## config.mk

```make
export PLATFORM = sky130hd
export DESIGN_NAME = clipped_raster_command_planner
export DESIGN_NICKNAME = d
export VERILOG_FILES = /design/src/sv/crcp_pkg.sv /design/src/sv/clipped_raster_command_planner.sv /design/src/sv/crcp_front.sv /design/src/sv/crcp_queue.sv /design/src/sv/crcp_back.sv
export SDC_FILE = /design/constraint.sdc
export NUM_CORES = 2
export LEC_CHECK = 0
export ABC_AREA = 1
export ABC_CLOCK_PERIOD_IN_PS = 18800
export BUFFER_PORTS_ARGS = -buffer_cell sky130_fd_sc_hd__buf_2
export CAP_MARGIN = 5
export CORE_ASPECT_RATIO = 1.75
export CORE_UTILIZATION = 50
export CTS_CLUSTER_DIAMETER = 200
export DETAILED_ROUTE_END_ITERATION = 8
export GPL_TIMING_DRIVEN = 0
export PLACE_DENSITY = 0.68
export REMOVE_ABC_BUFFERS = 1
export SLEW_MARGIN = 15
export SYNTH_ARGS = -nofsm -noshare
export SYNTH_HDL_FRONTEND = slang
export SYNTH_HIERARCHICAL = 1
export SYNTH_SLANG_ARGS = --single-unit
```

## constraint.sdc

```tcl
create_clock -name clk -period 18.8 [get_ports clk]
set_input_delay 0 -clock clk [delete_from_list [all_inputs] [get_ports clk]]
set_output_delay 0 -clock clk [all_outputs]
set_load 0.05 [all_outputs]
```

## src/sv/crcp_pkg.sv

```systemverilog
package crcp_pkg;

  // fixed field widths
  localparam int ADDR_W  = 48;
  localparam int DIM_W   = 13;
  localparam int PITCH_W = 14;
  localparam int STRD_W  = 18;
  localparam int CRD_W   = 20;
  localparam int COL_W   = 32;
  localparam int QDEPTH  = 4;

  // command modes
  typedef enum logic [2:0] {
    MODE_PIXEL  = 3'd0,
    MODE_HLINE  = 3'd1,
    MODE_VLINE  = 3'd2,
    MODE_RECT   = 3'd3,
    MODE_SCROLL = 3'd4,
    MODE_BLIT   = 3'd5
  } mode_t;

  // descriptor action codes
  typedef enum logic [1:0] {
    ACT_FILL      = 2'd0,
    ACT_COPY_FILL = 2'd1,
    ACT_COPY      = 2'd2
  } action_t;

  // register indexes
  typedef enum logic [2:0] {
    REG_FB_BASE       = 3'd0,
    REG_SCREEN_WIDTH  = 3'd1,
    REG_SCREEN_HEIGHT = 3'd2,
    REG_ROW_PITCH     = 3'd3,
    REG_READY_CFG     = 3'd4
  } reg_idx_t;

  // what the back end has to do with a classified command
  typedef enum logic [1:0] {
    KIND_FILL   = 2'd0,
    KIND_SCROLL = 2'd1,
    KIND_BLIT   = 2'd2
  } kind_t;

  typedef struct packed {
    logic [ADDR_W-1:0]  fb_base;
    logic [DIM_W-1:0]   screen_width;
    logic [DIM_W-1:0]   screen_height;
    logic [PITCH_W-1:0] row_pitch;
    logic               ready_cfg;
  } cfg_t;

  // classified and clipped command, one queue entry
  typedef struct packed {
    logic              reject;
    kind_t             kind;
    logic [DIM_W-1:0]  x0;
    logic [DIM_W-1:0]  y0;
    logic [DIM_W-1:0]  width;
    logic [DIM_W-1:0]  rows;
    logic [15:0]       dy;
    logic [COL_W-1:0]  color;
    logic [ADDR_W-1:0] sbase;
    logic [STRD_W-1:0] sstride;
    logic [15:0]       ox;
    logic [15:0]       oy;
  } cmd_t;

  // result descriptor
  typedef struct packed {
    logic              status;
    action_t           action;
    logic [ADDR_W-1:0] dst_addr;
    logic [ADDR_W-1:0] src_addr;
    logic [STRD_W-1:0] src_pitch_bytes;
    logic [DIM_W-1:0]  row_pixels;
    logic [DIM_W-1:0]  copy_rows;
    logic [ADDR_W-1:0] fill_addr;
    logic [DIM_W-1:0]  fill_rows;
    logic [COL_W-1:0]  fill_pixel;
  } desc_t;

endpackage

```

## src/sv/clipped_raster_command_planner.sv

```systemverilog
// Clipped raster command planner.
// Command channel: cmd_valid/cmd_stall with one field per port (mode, origin,
// sizes, shift, colour, blit source). A beat is taken at a rising edge with
// cmd_valid high and cmd_stall low. Each command is clipped against the
// programmed screen and turned into one descriptor beat on the desc_valid /
// desc_stall channel for a downstream fill/copy engine.
// A taken command is written into the queue, then into stages a and b and the
// descriptor register. One command per cycle while desc_stall is low, set by
// the three-stage address pipeline (row index, row offset multiply, add).
// A four-entry queue sits between the classifier and the address pipeline.
// When desc_stall is high the pipeline holds its descriptor, the queue fills,
// and cmd_stall rises once all four entries are taken.
// Registers are written over the APB port at byte address 8*index; the user
// must write them only while no command is in flight, the block does not
// enforce this. Reset empties the queue and pipeline and clears all registers,
// so every command is rejected (status 1) until fb_base and ready_cfg are set.
module clipped_raster_command_planner #(
  parameter int ADDR_BITS = 48,
  parameter int MAX_DIM   = 4096
) (
  input  logic                          clk,
  input  logic                          rst,
  // configuration port
  input  logic                          psel,
  input  logic                          penable,
  input  logic                          pwrite,
  input  logic [5:0]                    paddr,
  input  logic [63:0]                   pwdata,
  output logic [63:0]                   prdata,
  output logic                          pready,
  // command channel
  input  logic                          cmd_valid,
  output logic                          cmd_stall,
  input  logic [2:0]                    mode,
  input  logic signed [15:0]            pos_x,
  input  logic signed [15:0]            pos_y,
  input  logic signed [15:0]            size_x,
  input  logic signed [15:0]            size_y,
  input  logic signed [15:0]            shift_rows,
  input  logic [31:0]                   color,
  input  logic [47:0]                   image_base,
  input  logic [17:0]                   src_stride,
  // descriptor channel
  output logic                          desc_valid,
  input  logic                          desc_stall,
  output logic                          status,
  output logic [1:0]                    action,
  output logic [47:0]                   dst_addr,
  output logic [47:0]                   src_addr,
  output logic [17:0]                   src_pitch_bytes,
  output logic [12:0]                   row_pixels,
  output logic [12:0]                   copy_rows,
  output logic [47:0]                   fill_addr,
  output logic [12:0]                   fill_rows,
  output logic [31:0]                   fill_pixel
);

  crcp_pkg::cfg_t     cfg;
  crcp_pkg::reg_idx_t reg_idx;
  crcp_pkg::cmd_t     front_cmd;
  crcp_pkg::cmd_t     q_cmd;
  crcp_pkg::desc_t    desc;
  logic               q_full;
  logic               q_nonempty;
  logic               q_pop;
  logic               cfg_wr;

  assign pready  = 1'b1;
  assign reg_idx = crcp_pkg::reg_idx_t'(paddr[5:3]);
  assign cfg_wr  = psel && penable && pwrite && pready;

  // configuration registers
  always_ff @(posedge clk) begin
    if (rst) begin
      cfg <= '0;
    end else if (cfg_wr) begin
      case (reg_idx)
        crcp_pkg::REG_FB_BASE:       cfg.fb_base       <= pwdata[47:0];
        crcp_pkg::REG_SCREEN_WIDTH:  cfg.screen_width  <= pwdata[12:0];
        crcp_pkg::REG_SCREEN_HEIGHT: cfg.screen_height <= pwdata[12:0];
        crcp_pkg::REG_ROW_PITCH:     cfg.row_pitch     <= pwdata[13:0];
        crcp_pkg::REG_READY_CFG:     cfg.ready_cfg     <= pwdata[0];
        default: begin
        end
      endcase
    end
  end

  // register readback
  always_comb begin
    case (reg_idx)
      crcp_pkg::REG_FB_BASE:       prdata = 64'(cfg.fb_base);
      crcp_pkg::REG_SCREEN_WIDTH:  prdata = 64'(cfg.screen_width);
      crcp_pkg::REG_SCREEN_HEIGHT: prdata = 64'(cfg.screen_height);
      crcp_pkg::REG_ROW_PITCH:     prdata = 64'(cfg.row_pitch);
      crcp_pkg::REG_READY_CFG:     prdata = 64'(cfg.ready_cfg);
      default:                     prdata = '0;
    endcase
  end

  // classify and clip
  crcp_front #(
    .MAX_DIM(MAX_DIM)
  ) u_front (
    .cfg        (cfg),
    .mode       (mode),
    .pos_x      (pos_x),
    .pos_y      (pos_y),
    .size_x     (size_x),
    .size_y     (size_y),
    .shift_rows (shift_rows),
    .color      (color),
    .image_base (image_base),
    .src_stride (src_stride),
    .cmd        (front_cmd)
  );

  assign cmd_stall = q_full;

  // decoupling queue
  crcp_queue u_queue (
    .clk      (clk),
    .rst      (rst),
    .push     (cmd_valid),
    .wdata    (front_cmd),
    .full     (q_full),
    .nonempty (q_nonempty),
    .rdata    (q_cmd),
    .pop      (q_pop)
  );

  // address pipeline
  crcp_back #(
    .ADDR_BITS(ADDR_BITS)
  ) u_back (
    .clk        (clk),
    .rst        (rst),
    .cfg        (cfg),
    .cmd_avail  (q_nonempty),
    .cmd        (q_cmd),
    .cmd_take   (q_pop),
    .desc_valid (desc_valid),
    .desc       (desc),
    .desc_stall (desc_stall)
  );

  assign status          = desc.status;
  assign action          = desc.action;
  assign dst_addr        = desc.dst_addr;
  assign src_addr        = desc.src_addr;
  assign src_pitch_bytes = desc.src_pitch_bytes;
  assign row_pixels      = desc.row_pixels;
  assign copy_rows       = desc.copy_rows;
  assign fill_addr       = desc.fill_addr;
  assign fill_rows       = desc.fill_rows;
  assign fill_pixel      = desc.fill_pixel;

endmodule

```

## src/sv/crcp_front.sv

```systemverilog
module crcp_front #(
  parameter int MAX_DIM = 4096
) (
  input  crcp_pkg::cfg_t                    cfg,
  input  logic [2:0]                        mode,
  input  logic signed [15:0]                pos_x,
  input  logic signed [15:0]                pos_y,
  input  logic signed [15:0]                size_x,
  input  logic signed [15:0]                size_y,
  input  logic signed [15:0]                shift_rows,
  input  logic [crcp_pkg::COL_W-1:0]        color,
  input  logic [crcp_pkg::ADDR_W-1:0]       image_base,
  input  logic [crcp_pkg::STRD_W-1:0]       src_stride,
  output crcp_pkg::cmd_t                    cmd
);

  localparam int CW = crcp_pkg::CRD_W;
  localparam int DW = crcp_pkg::DIM_W;
  localparam logic [14:0] MAXD = 15'(MAX_DIM);

  typedef struct packed {
    logic          ok;
    logic [DW-1:0] lo;
    logic [DW-1:0] hi;
  } clip_t;

  // clip the closed span [a0,a1] to [0,lim)
  function automatic clip_t clip_span(input logic signed [CW-1:0] a0,
                                      input logic signed [CW-1:0] a1,
                                      input logic signed [CW-1:0] lim);
    clip_t                 r;
    logic signed [CW-1:0]  lo_w;
    logic signed [CW-1:0]  hi_w;
    r.ok = !((a1 < 0) || (a0 >= lim) || (a1 < a0));
    lo_w = (a0 < 0) ? '0 : a0;
    hi_w = (a1 >= lim) ? (lim - CW'(1)) : a1;
    r.lo = lo_w[DW-1:0];
    r.hi = hi_w[DW-1:0];
    return r;
  endfunction

  logic signed [CW-1:0] px, py, sx, sy, dys, nsx;
  logic signed [CW-1:0] x0, x1, y0, y1;
  logic signed [CW-1:0] lim_w, lim_h;
  logic [14:0]          w_eff, h_eff;
  logic                 rej;
  crcp_pkg::kind_t      kind;
  clip_t                cx, cy;

  // sign extend the origin and sizes
  assign px  = CW'(pos_x);
  assign py  = CW'(pos_y);
  assign sx  = CW'(size_x);
  assign sy  = CW'(size_y);
  assign dys = CW'(shift_rows);
  assign nsx = ~sx;

  // clip limits saturated to the largest screen dimension
  assign w_eff = ({2'b00, cfg.screen_width} > MAXD) ? MAXD : {2'b00, cfg.screen_width};
  assign h_eff = ({2'b00, cfg.screen_height} > MAXD) ? MAXD : {2'b00, cfg.screen_height};
  assign lim_w = CW'(signed'({1'b0, w_eff}));
  assign lim_h = CW'(signed'({1'b0, h_eff}));

  // span and legality per mode
  always_comb begin
    x0   = px;
    x1   = px;
    y0   = py;
    y1   = py;
    rej  = 1'b0;
    kind = crcp_pkg::KIND_FILL;
    case (crcp_pkg::mode_t'(mode))
      crcp_pkg::MODE_PIXEL: begin
      end
      crcp_pkg::MODE_HLINE: begin
        if (sx == 0) rej = 1'b1;
        if (sx < 0) begin
          x0 = px + nsx;
          x1 = px + nsx + nsx;
        end else begin
          x1 = px + sx - CW'(1);
        end
      end
      crcp_pkg::MODE_VLINE: begin
        if (sx == 0) rej = 1'b1;
        if (sx < 0) begin
          y0 = py + nsx;
          y1 = py + nsx + nsx;
        end else begin
          y1 = py + sx - CW'(1);
        end
      end
      crcp_pkg::MODE_RECT, crcp_pkg::MODE_SCROLL: begin
        if (sx <= 0 || sy <= 0) rej = 1'b1;
        if (crcp_pkg::mode_t'(mode) == crcp_pkg::MODE_SCROLL) begin
          kind = crcp_pkg::KIND_SCROLL;
          if (dys <= 0) rej = 1'b1;
        end
        x1 = px + sx - CW'(1);
        y1 = py + sy - CW'(1);
      end
      crcp_pkg::MODE_BLIT: begin
        kind = crcp_pkg::KIND_BLIT;
        if (sx <= 0 || sy <= 0 || image_base == '0 || src_stride == '0) rej = 1'b1;
        x1 = px + sx - CW'(1);
        y1 = py + sy - CW'(1);
      end
      default: begin
        rej = 1'b1;
      end
    endcase
  end

  assign cx = clip_span(x0, x1, lim_w);
  assign cy = clip_span(y0, y1, lim_h);

  // queue entry
  always_comb begin
    cmd.reject  = rej || !cx.ok || !cy.ok || !cfg.ready_cfg || (cfg.fb_base == '0);
    cmd.kind    = kind;
    cmd.x0      = cx.lo;
    cmd.y0      = cy.lo;
    cmd.width   = cx.hi - cx.lo + DW'(1);
    cmd.rows    = cy.hi - cy.lo + DW'(1);
    cmd.dy      = shift_rows;
    cmd.color   = color;
    cmd.sbase   = image_base;
    cmd.sstride = src_stride;
    cmd.ox      = (pos_x < 0) ? 16'(-px) : 16'd0;
    cmd.oy      = (pos_y < 0) ? 16'(-py) : 16'd0;
  end

endmodule

```

## src/sv/crcp_queue.sv

```systemverilog
module crcp_queue (
  input  logic           clk,
  input  logic           rst,
  input  logic           push,
  input  crcp_pkg::cmd_t wdata,
  output logic           full,
  output logic           nonempty,
  output crcp_pkg::cmd_t rdata,
  input  logic           pop
);

  localparam int PW = $clog2(crcp_pkg::QDEPTH);

  crcp_pkg::cmd_t mem [crcp_pkg::QDEPTH];
  logic [PW-1:0]  wr_ptr;
  logic [PW-1:0]  rd_ptr;
  logic [PW:0]    count;
  logic           do_push;
  logic           do_pop;

  assign full     = (count == (PW+1)'(crcp_pkg::QDEPTH));
  assign nonempty = (count != '0);
  assign do_push  = push && !full;
  assign do_pop   = pop && nonempty;
  assign rdata    = mem[rd_ptr];

  // entry storage
  always_ff @(posedge clk) begin
    if (do_push) mem[wr_ptr] <= wdata;
  end

  // pointers and fill level
  always_ff @(posedge clk) begin
    if (rst) begin
      wr_ptr <= '0;
      rd_ptr <= '0;
      count  <= '0;
    end else begin
      if (do_push) wr_ptr <= wr_ptr + PW'(1);
      if (do_pop) rd_ptr <= rd_ptr + PW'(1);
      if (do_push && !do_pop) count <= count + (PW+1)'(1);
      else if (do_pop && !do_push) count <= count - (PW+1)'(1);
    end
  end

endmodule

```

## src/sv/crcp_back.sv

```systemverilog
module crcp_back #(
  parameter int ADDR_BITS = 48
) (
  input  logic            clk,
  input  logic            rst,
  input  crcp_pkg::cfg_t  cfg,
  input  logic            cmd_avail,
  input  crcp_pkg::cmd_t  cmd,
  output logic            cmd_take,
  output logic            desc_valid,
  output crcp_pkg::desc_t desc,
  input  logic            desc_stall
);

  localparam int AW = crcp_pkg::ADDR_W;
  localparam int DW = crcp_pkg::DIM_W;
  localparam int PW = crcp_pkg::PITCH_W;
  localparam int SW = crcp_pkg::STRD_W;
  localparam logic [AW-1:0] AMASK =
    (ADDR_BITS >= AW) ? {AW{1'b1}} : AW'((64'd1 << ADDR_BITS) - 64'd1);

  // fields that ride along with the address math
  typedef struct packed {
    logic                       reject;
    crcp_pkg::kind_t            kind;
    crcp_pkg::action_t          action;
    logic [DW-1:0]              x0;
    logic [DW-1:0]              width;
    logic [DW-1:0]              copy_rows;
    logic [DW-1:0]              fill_rows;
    logic [crcp_pkg::COL_W-1:0] color;
    logic [AW-1:0]              sbase;
    logic [SW-1:0]              sstride;
    logic [15:0]                ox;
  } side_t;

  logic          v_a, v_b;
  logic          rdy_a, rdy_b, rdy_c;
  side_t         a_side, b_side, side_next;
  logic [DW-1:0] a_ya, a_yb, a_yc;
  logic [15:0]   a_oy;
  logic [DW-1:0] yb_next, yc_next;
  logic          copy;
  logic [DW+PW-1:0] b_pa, b_pb, b_pc;
  logic [15+SW:0]   b_pbl;
  logic [AW-1:0] fa, fb, fc, sbl;
  crcp_pkg::desc_t desc_next;

  // stage handshakes
  assign rdy_c    = !desc_valid || !desc_stall;
  assign rdy_b    = !v_b || rdy_c;
  assign rdy_a    = !v_a || rdy_b;
  assign cmd_take = cmd_avail && rdy_a;

  // stage a: scroll split, row indexes and counts
  always_comb begin
    copy    = (cmd.kind == crcp_pkg::KIND_SCROLL) && ({3'b000, cmd.rows} > cmd.dy);
    yb_next = cmd.y0 + cmd.dy[DW-1:0];
    yc_next = copy ? (cmd.y0 + cmd.rows - cmd.dy[DW-1:0]) : cmd.y0;
    side_next.reject  = cmd.reject;
    side_next.kind    = cmd.kind;
    side_next.x0      = cmd.x0;
    side_next.width   = cmd.width;
    side_next.color   = cmd.color;
    side_next.sbase   = cmd.sbase;
    side_next.sstride = cmd.sstride;
    side_next.ox      = cmd.ox;
    if (cmd.kind == crcp_pkg::KIND_BLIT) begin
      side_next.action    = crcp_pkg::ACT_COPY;
      side_next.copy_rows = cmd.rows;
      side_next.fill_rows = '0;
    end else if (copy) begin
      side_next.action    = crcp_pkg::ACT_COPY_FILL;
      side_next.copy_rows = cmd.rows - cmd.dy[DW-1:0];
      side_next.fill_rows = cmd.dy[DW-1:0];
    end else begin
      side_next.action    = crcp_pkg::ACT_FILL;
      side_next.copy_rows = '0;
      side_next.fill_rows = cmd.rows;
    end
  end

  always_ff @(posedge clk) begin
    if (rdy_a) begin
      a_side <= side_next;
      a_ya   <= cmd.y0;
      a_yb   <= yb_next;
      a_yc   <= yc_next;
      a_oy   <= cmd.oy;
    end
  end

  // stage b: row offsets
  always_ff @(posedge clk) begin
    if (rdy_b) begin
      b_side <= a_side;
      b_pa   <= a_ya * cfg.row_pitch;
      b_pb   <= a_yb * cfg.row_pitch;
      b_pc   <= a_yc * cfg.row_pitch;
      b_pbl  <= a_oy * a_side.sstride;
    end
  end

  // stage c: byte addresses and descriptor assembly
  always_comb begin
    fa  = (cfg.fb_base + AW'({b_pa, 2'b00}) + AW'({b_side.x0, 2'b00})) & AMASK;
    fb  = (cfg.fb_base + AW'({b_pb, 2'b00}) + AW'({b_side.x0, 2'b00})) & AMASK;
    fc  = (cfg.fb_base + AW'({b_pc, 2'b00}) + AW'({b_side.x0, 2'b00})) & AMASK;
    sbl = (b_side.sbase + AW'(b_pbl) + AW'({b_side.ox, 2'b00})) & AMASK;
    desc_next = '0;
    if (b_side.reject) begin
      desc_next.status = 1'b1;
    end else begin
      desc_next.action     = b_side.action;
      desc_next.dst_addr   = fa;
      desc_next.row_pixels = b_side.width;
      desc_next.copy_rows  = b_side.copy_rows;
      desc_next.fill_rows  = b_side.fill_rows;
      case (b_side.action)
        crcp_pkg::ACT_COPY: begin
          desc_next.src_addr        = sbl;
          desc_next.src_pitch_bytes = b_side.sstride;
        end
        crcp_pkg::ACT_COPY_FILL: begin
          desc_next.src_addr        = fb;
          desc_next.src_pitch_bytes = SW'({cfg.row_pitch, 2'b00});
          desc_next.fill_addr       = fc;
          desc_next.fill_pixel      = b_side.color;
        end
        default: begin
          desc_next.fill_addr  = fa;
          desc_next.fill_pixel = b_side.color;
        end
      endcase
    end
  end

  always_ff @(posedge clk) begin
    if (rdy_c) desc <= desc_next;
  end

  // stage occupancy
  always_ff @(posedge clk) begin
    if (rst) begin
      v_a        <= 1'b0;
      v_b        <= 1'b0;
      desc_valid <= 1'b0;
    end else begin
      if (rdy_a) v_a <= cmd_avail;
      if (rdy_b) v_b <= v_a;
      if (rdy_c) desc_valid <= v_b;
    end
  end

endmodule
```

==> results.cfg <==
[run_status]
status = finished clean

[drt]
drc = 0
vias = 93888
via_per_inst = 5.48
dr.pass1.iters = 9
wl_per_cell_um = 21.8
drtIter0Drc = 7768
postRouteAntennaNets = 0
drt_wl_total_um = 374000

[timing]
period_minus_slack_ns = 8.44
maxSlewHeadroom = 0.130
finClkSkew_ns = 0.0722
rsz0062_at_grt = no
final_max_slew_viol_count = 0
finalSetupViolCount = 0
finalCritPeriodShare = 0.449
max_slew.worst_pin.slew_ns = 1.30
hold_viol = 0
max_freq_mhz = 118

[logic_synthesis]
synthTopCellsByArea = edfxtp_1 40%, fa_1 12%, nand2_1 9.4%
yosys_most_used_dff = edfxtp_1
post_synth_num_cell_types = 65
synth_area_um2 = 118000
ys_seq_elements = 1649
synth_edf_count = 1548
avgSynthCellArea_um2 = 8.84
syn_inst = 13297
yosysTopAreaCellShare = 0.395
yosysWarnings = 6
synth-async-reset-ratio = 0
yosys.area.top_type = edfxtp_1
ys_seq_area_frac = 0.413

[cts]
cts_tree = built
clock_latency_ns = 0.87
htree_levels = 4
cts_buffers = 160
root_buffer = clkbuf_16
max-clock-path-buffers = 4
postCtsSetupBuffers = 0
clkTransAtPathRegs_ns = 0.07
cts-resized-gates = 0
cts.sinks = 1649
postCtsHoldBufs = 372

[setup_path]
r2r_start = u_back/a_side[26]
r2r_cells = 17
arrival_ns = 9.06
crit_top_cell = nand2_1
r2r-end = u_back/b_pbl[25]
critPathBufInv = 9
cp-start-kind = primary input
crit_path_top_delay_cell = dlygate4sd3_1
required_ns = 19.41
cp.depth = 46
r2r_slack_ns = 12.27
slowest_delay_ns = 0.54
path_max_fanout = 13
critPathCaptureType = flop
critPathKind = primary input to flop
path_delay_family = compound AO/OA/AOI/OAI gates

[final_layout]
multi_input_area_um2 = 57300
area_growth_pct = 12.7
drive_gt1_frac = 0.0712
ff_latch_area_um2 = 48500
mostFrequentLayoutCell = nand2_1
mostFrequentLayoutCells = 2943 x nand2_1, 2356 x inv_1, 1548 x edfxtp_1
num-fill-cells = 20931
finalInstanceArea_um2 = 132000
fin_nets = 15719

[global_routing]
grtUsageTotal = 0.312
grt_pass1_wl_um = 555000
grt_pass1_vias = 94187
grt_overflow_total = 0
grt_max_degree = 204
antenna_found_initial = 23

[placed_design]
hpwl_um = 287000
place.gp.congestion = 1.04
portBuffers = 524
place_area_um2 = 124000

[floorplanning]
io_pins = 561
core_um2 = 234000
start_util = 0.502
row_count = 235
die_h_um = 644
die_x_um = 369
die_area_um2 = 237000

[hold_path]
worst_hold_path.endpoint = cfg[69]
hp-start = pwdata[28]
hp-class = primary input to flop
hold_path_depth = 6

[run]
cap_viol_max_count = 0
-- stage by stage --
stage / TNS, ns / setup WS [ns] / hold WS, ns / std cells / util
2_1_floorplan: 0 / 2.26 / 0.0691 / 12758 / -
3_3_place_gp: -3654.78 / -10.13 / 0.214 / 16363 / 0.517
3_5_place_dp: 0 / 10.20 / 0.215 / 16466 / 0.528
4_1_cts: 0 / 10.64 / 0.000419 / 17117 / 0.566
5_1_grt: 0 / 9.80 / 0.0505 / 17121 / 0.566
6_report: 0 / 10.36 / 0.0596 / 17130 / 0.566
-- sequential cells by signal (all words and copies together), names as in the netlist, 27 cells and up, named ones only --
register       cells
u_queue/mem      804
u_back/desc      236
u_back/a_side    169
u_back/b_side    169
cfg               89
u_back/b_pbl      34
u_back/b_pa       27
u_back/b_pb       27
u_back/b_pc       27
-- Yosys cell counts (25+ instances only) --
cell	count
a21o_1	33
a21oi_1	548
a31oi_1	25
buf_2	85
buf_4	156
buf_6	28
clkbuf_1	247
dfxtp_1	101
edfxtp_1	1548
fa_1	701
ha_1	841
inv_1	2361
nand2_1	2945
nand3_1	553
nand4_1	98
nor2_1	1389
nor3_1	76
nor4_1	49
o21ai_0	689
o21ai_1	69
o21bai_1	39
o22ai_1	212
xnor2_1	67
xor2_1	156
-- how the worst max path moves through the flow --
stage	startpoint	endpoint
2_1_floorplan	u_back/desc_valid	u_back/a_oy[0]
3_3_place_gp	flop	u_back/a_side[128]
3_5_place_dp	size_x[3]	u_queue/mem[1][157]
4_1_cts	pos_y[4]	u_queue/mem[0][157]
5_1_grt	pos_y[3]	u_queue/mem[0][157]
6_report	pos_y[4]	u_queue/mem[1][157]
-- kinds of logic (layout without fill, tap and decap cells) --
logic type | count (synthesis) | after routing | share of synthesized area
xor+xnor | 223 | 223 | 0.0166
simple gates | 5237 | 5237 | 0.181
buf+inv | 2941 | 3665 | 0.102
other cells | 2 | 30 | 0.0000639
fa+ha+maj | 1542 | 1542 | 0.209
flops | 1649 | 1649 | 0.413
compound gates | 1703 | 1703 | 0.0790
-- final cells by class --
cell class / instances / share of cell area
sequential: 1649 / 0.366
clock inverter: 84 / 0.00651
tap: 3081 / 0.0291
timing repair buffer: 999 / 0.0655
antenna: 13 / 0.000246
multi-input combinational: 8722 / 0.432
inverter: 2387 / 0.0680
clock buffer: 195 / 0.0322
-- worst min-delay path: cells and delay by family --
family | cells | cell delay, ns
buf+inv | 3 | 0.65
simple gates | 3 | 0.19
-- routing by layer --
layer	global-route usage	part of all wire	vias up
li1	-	-	43975
met1	0.346	0.36	45075
met2	0.551	0.50	3721
met3	0.0470	0.070	1099
met4	0.205	0.077	18
met5	0	0.00031	-
Power is left out: the tool's default activity adds up to more than one toggle a clock period on the data nets, which glitch-free logic cannot reach.
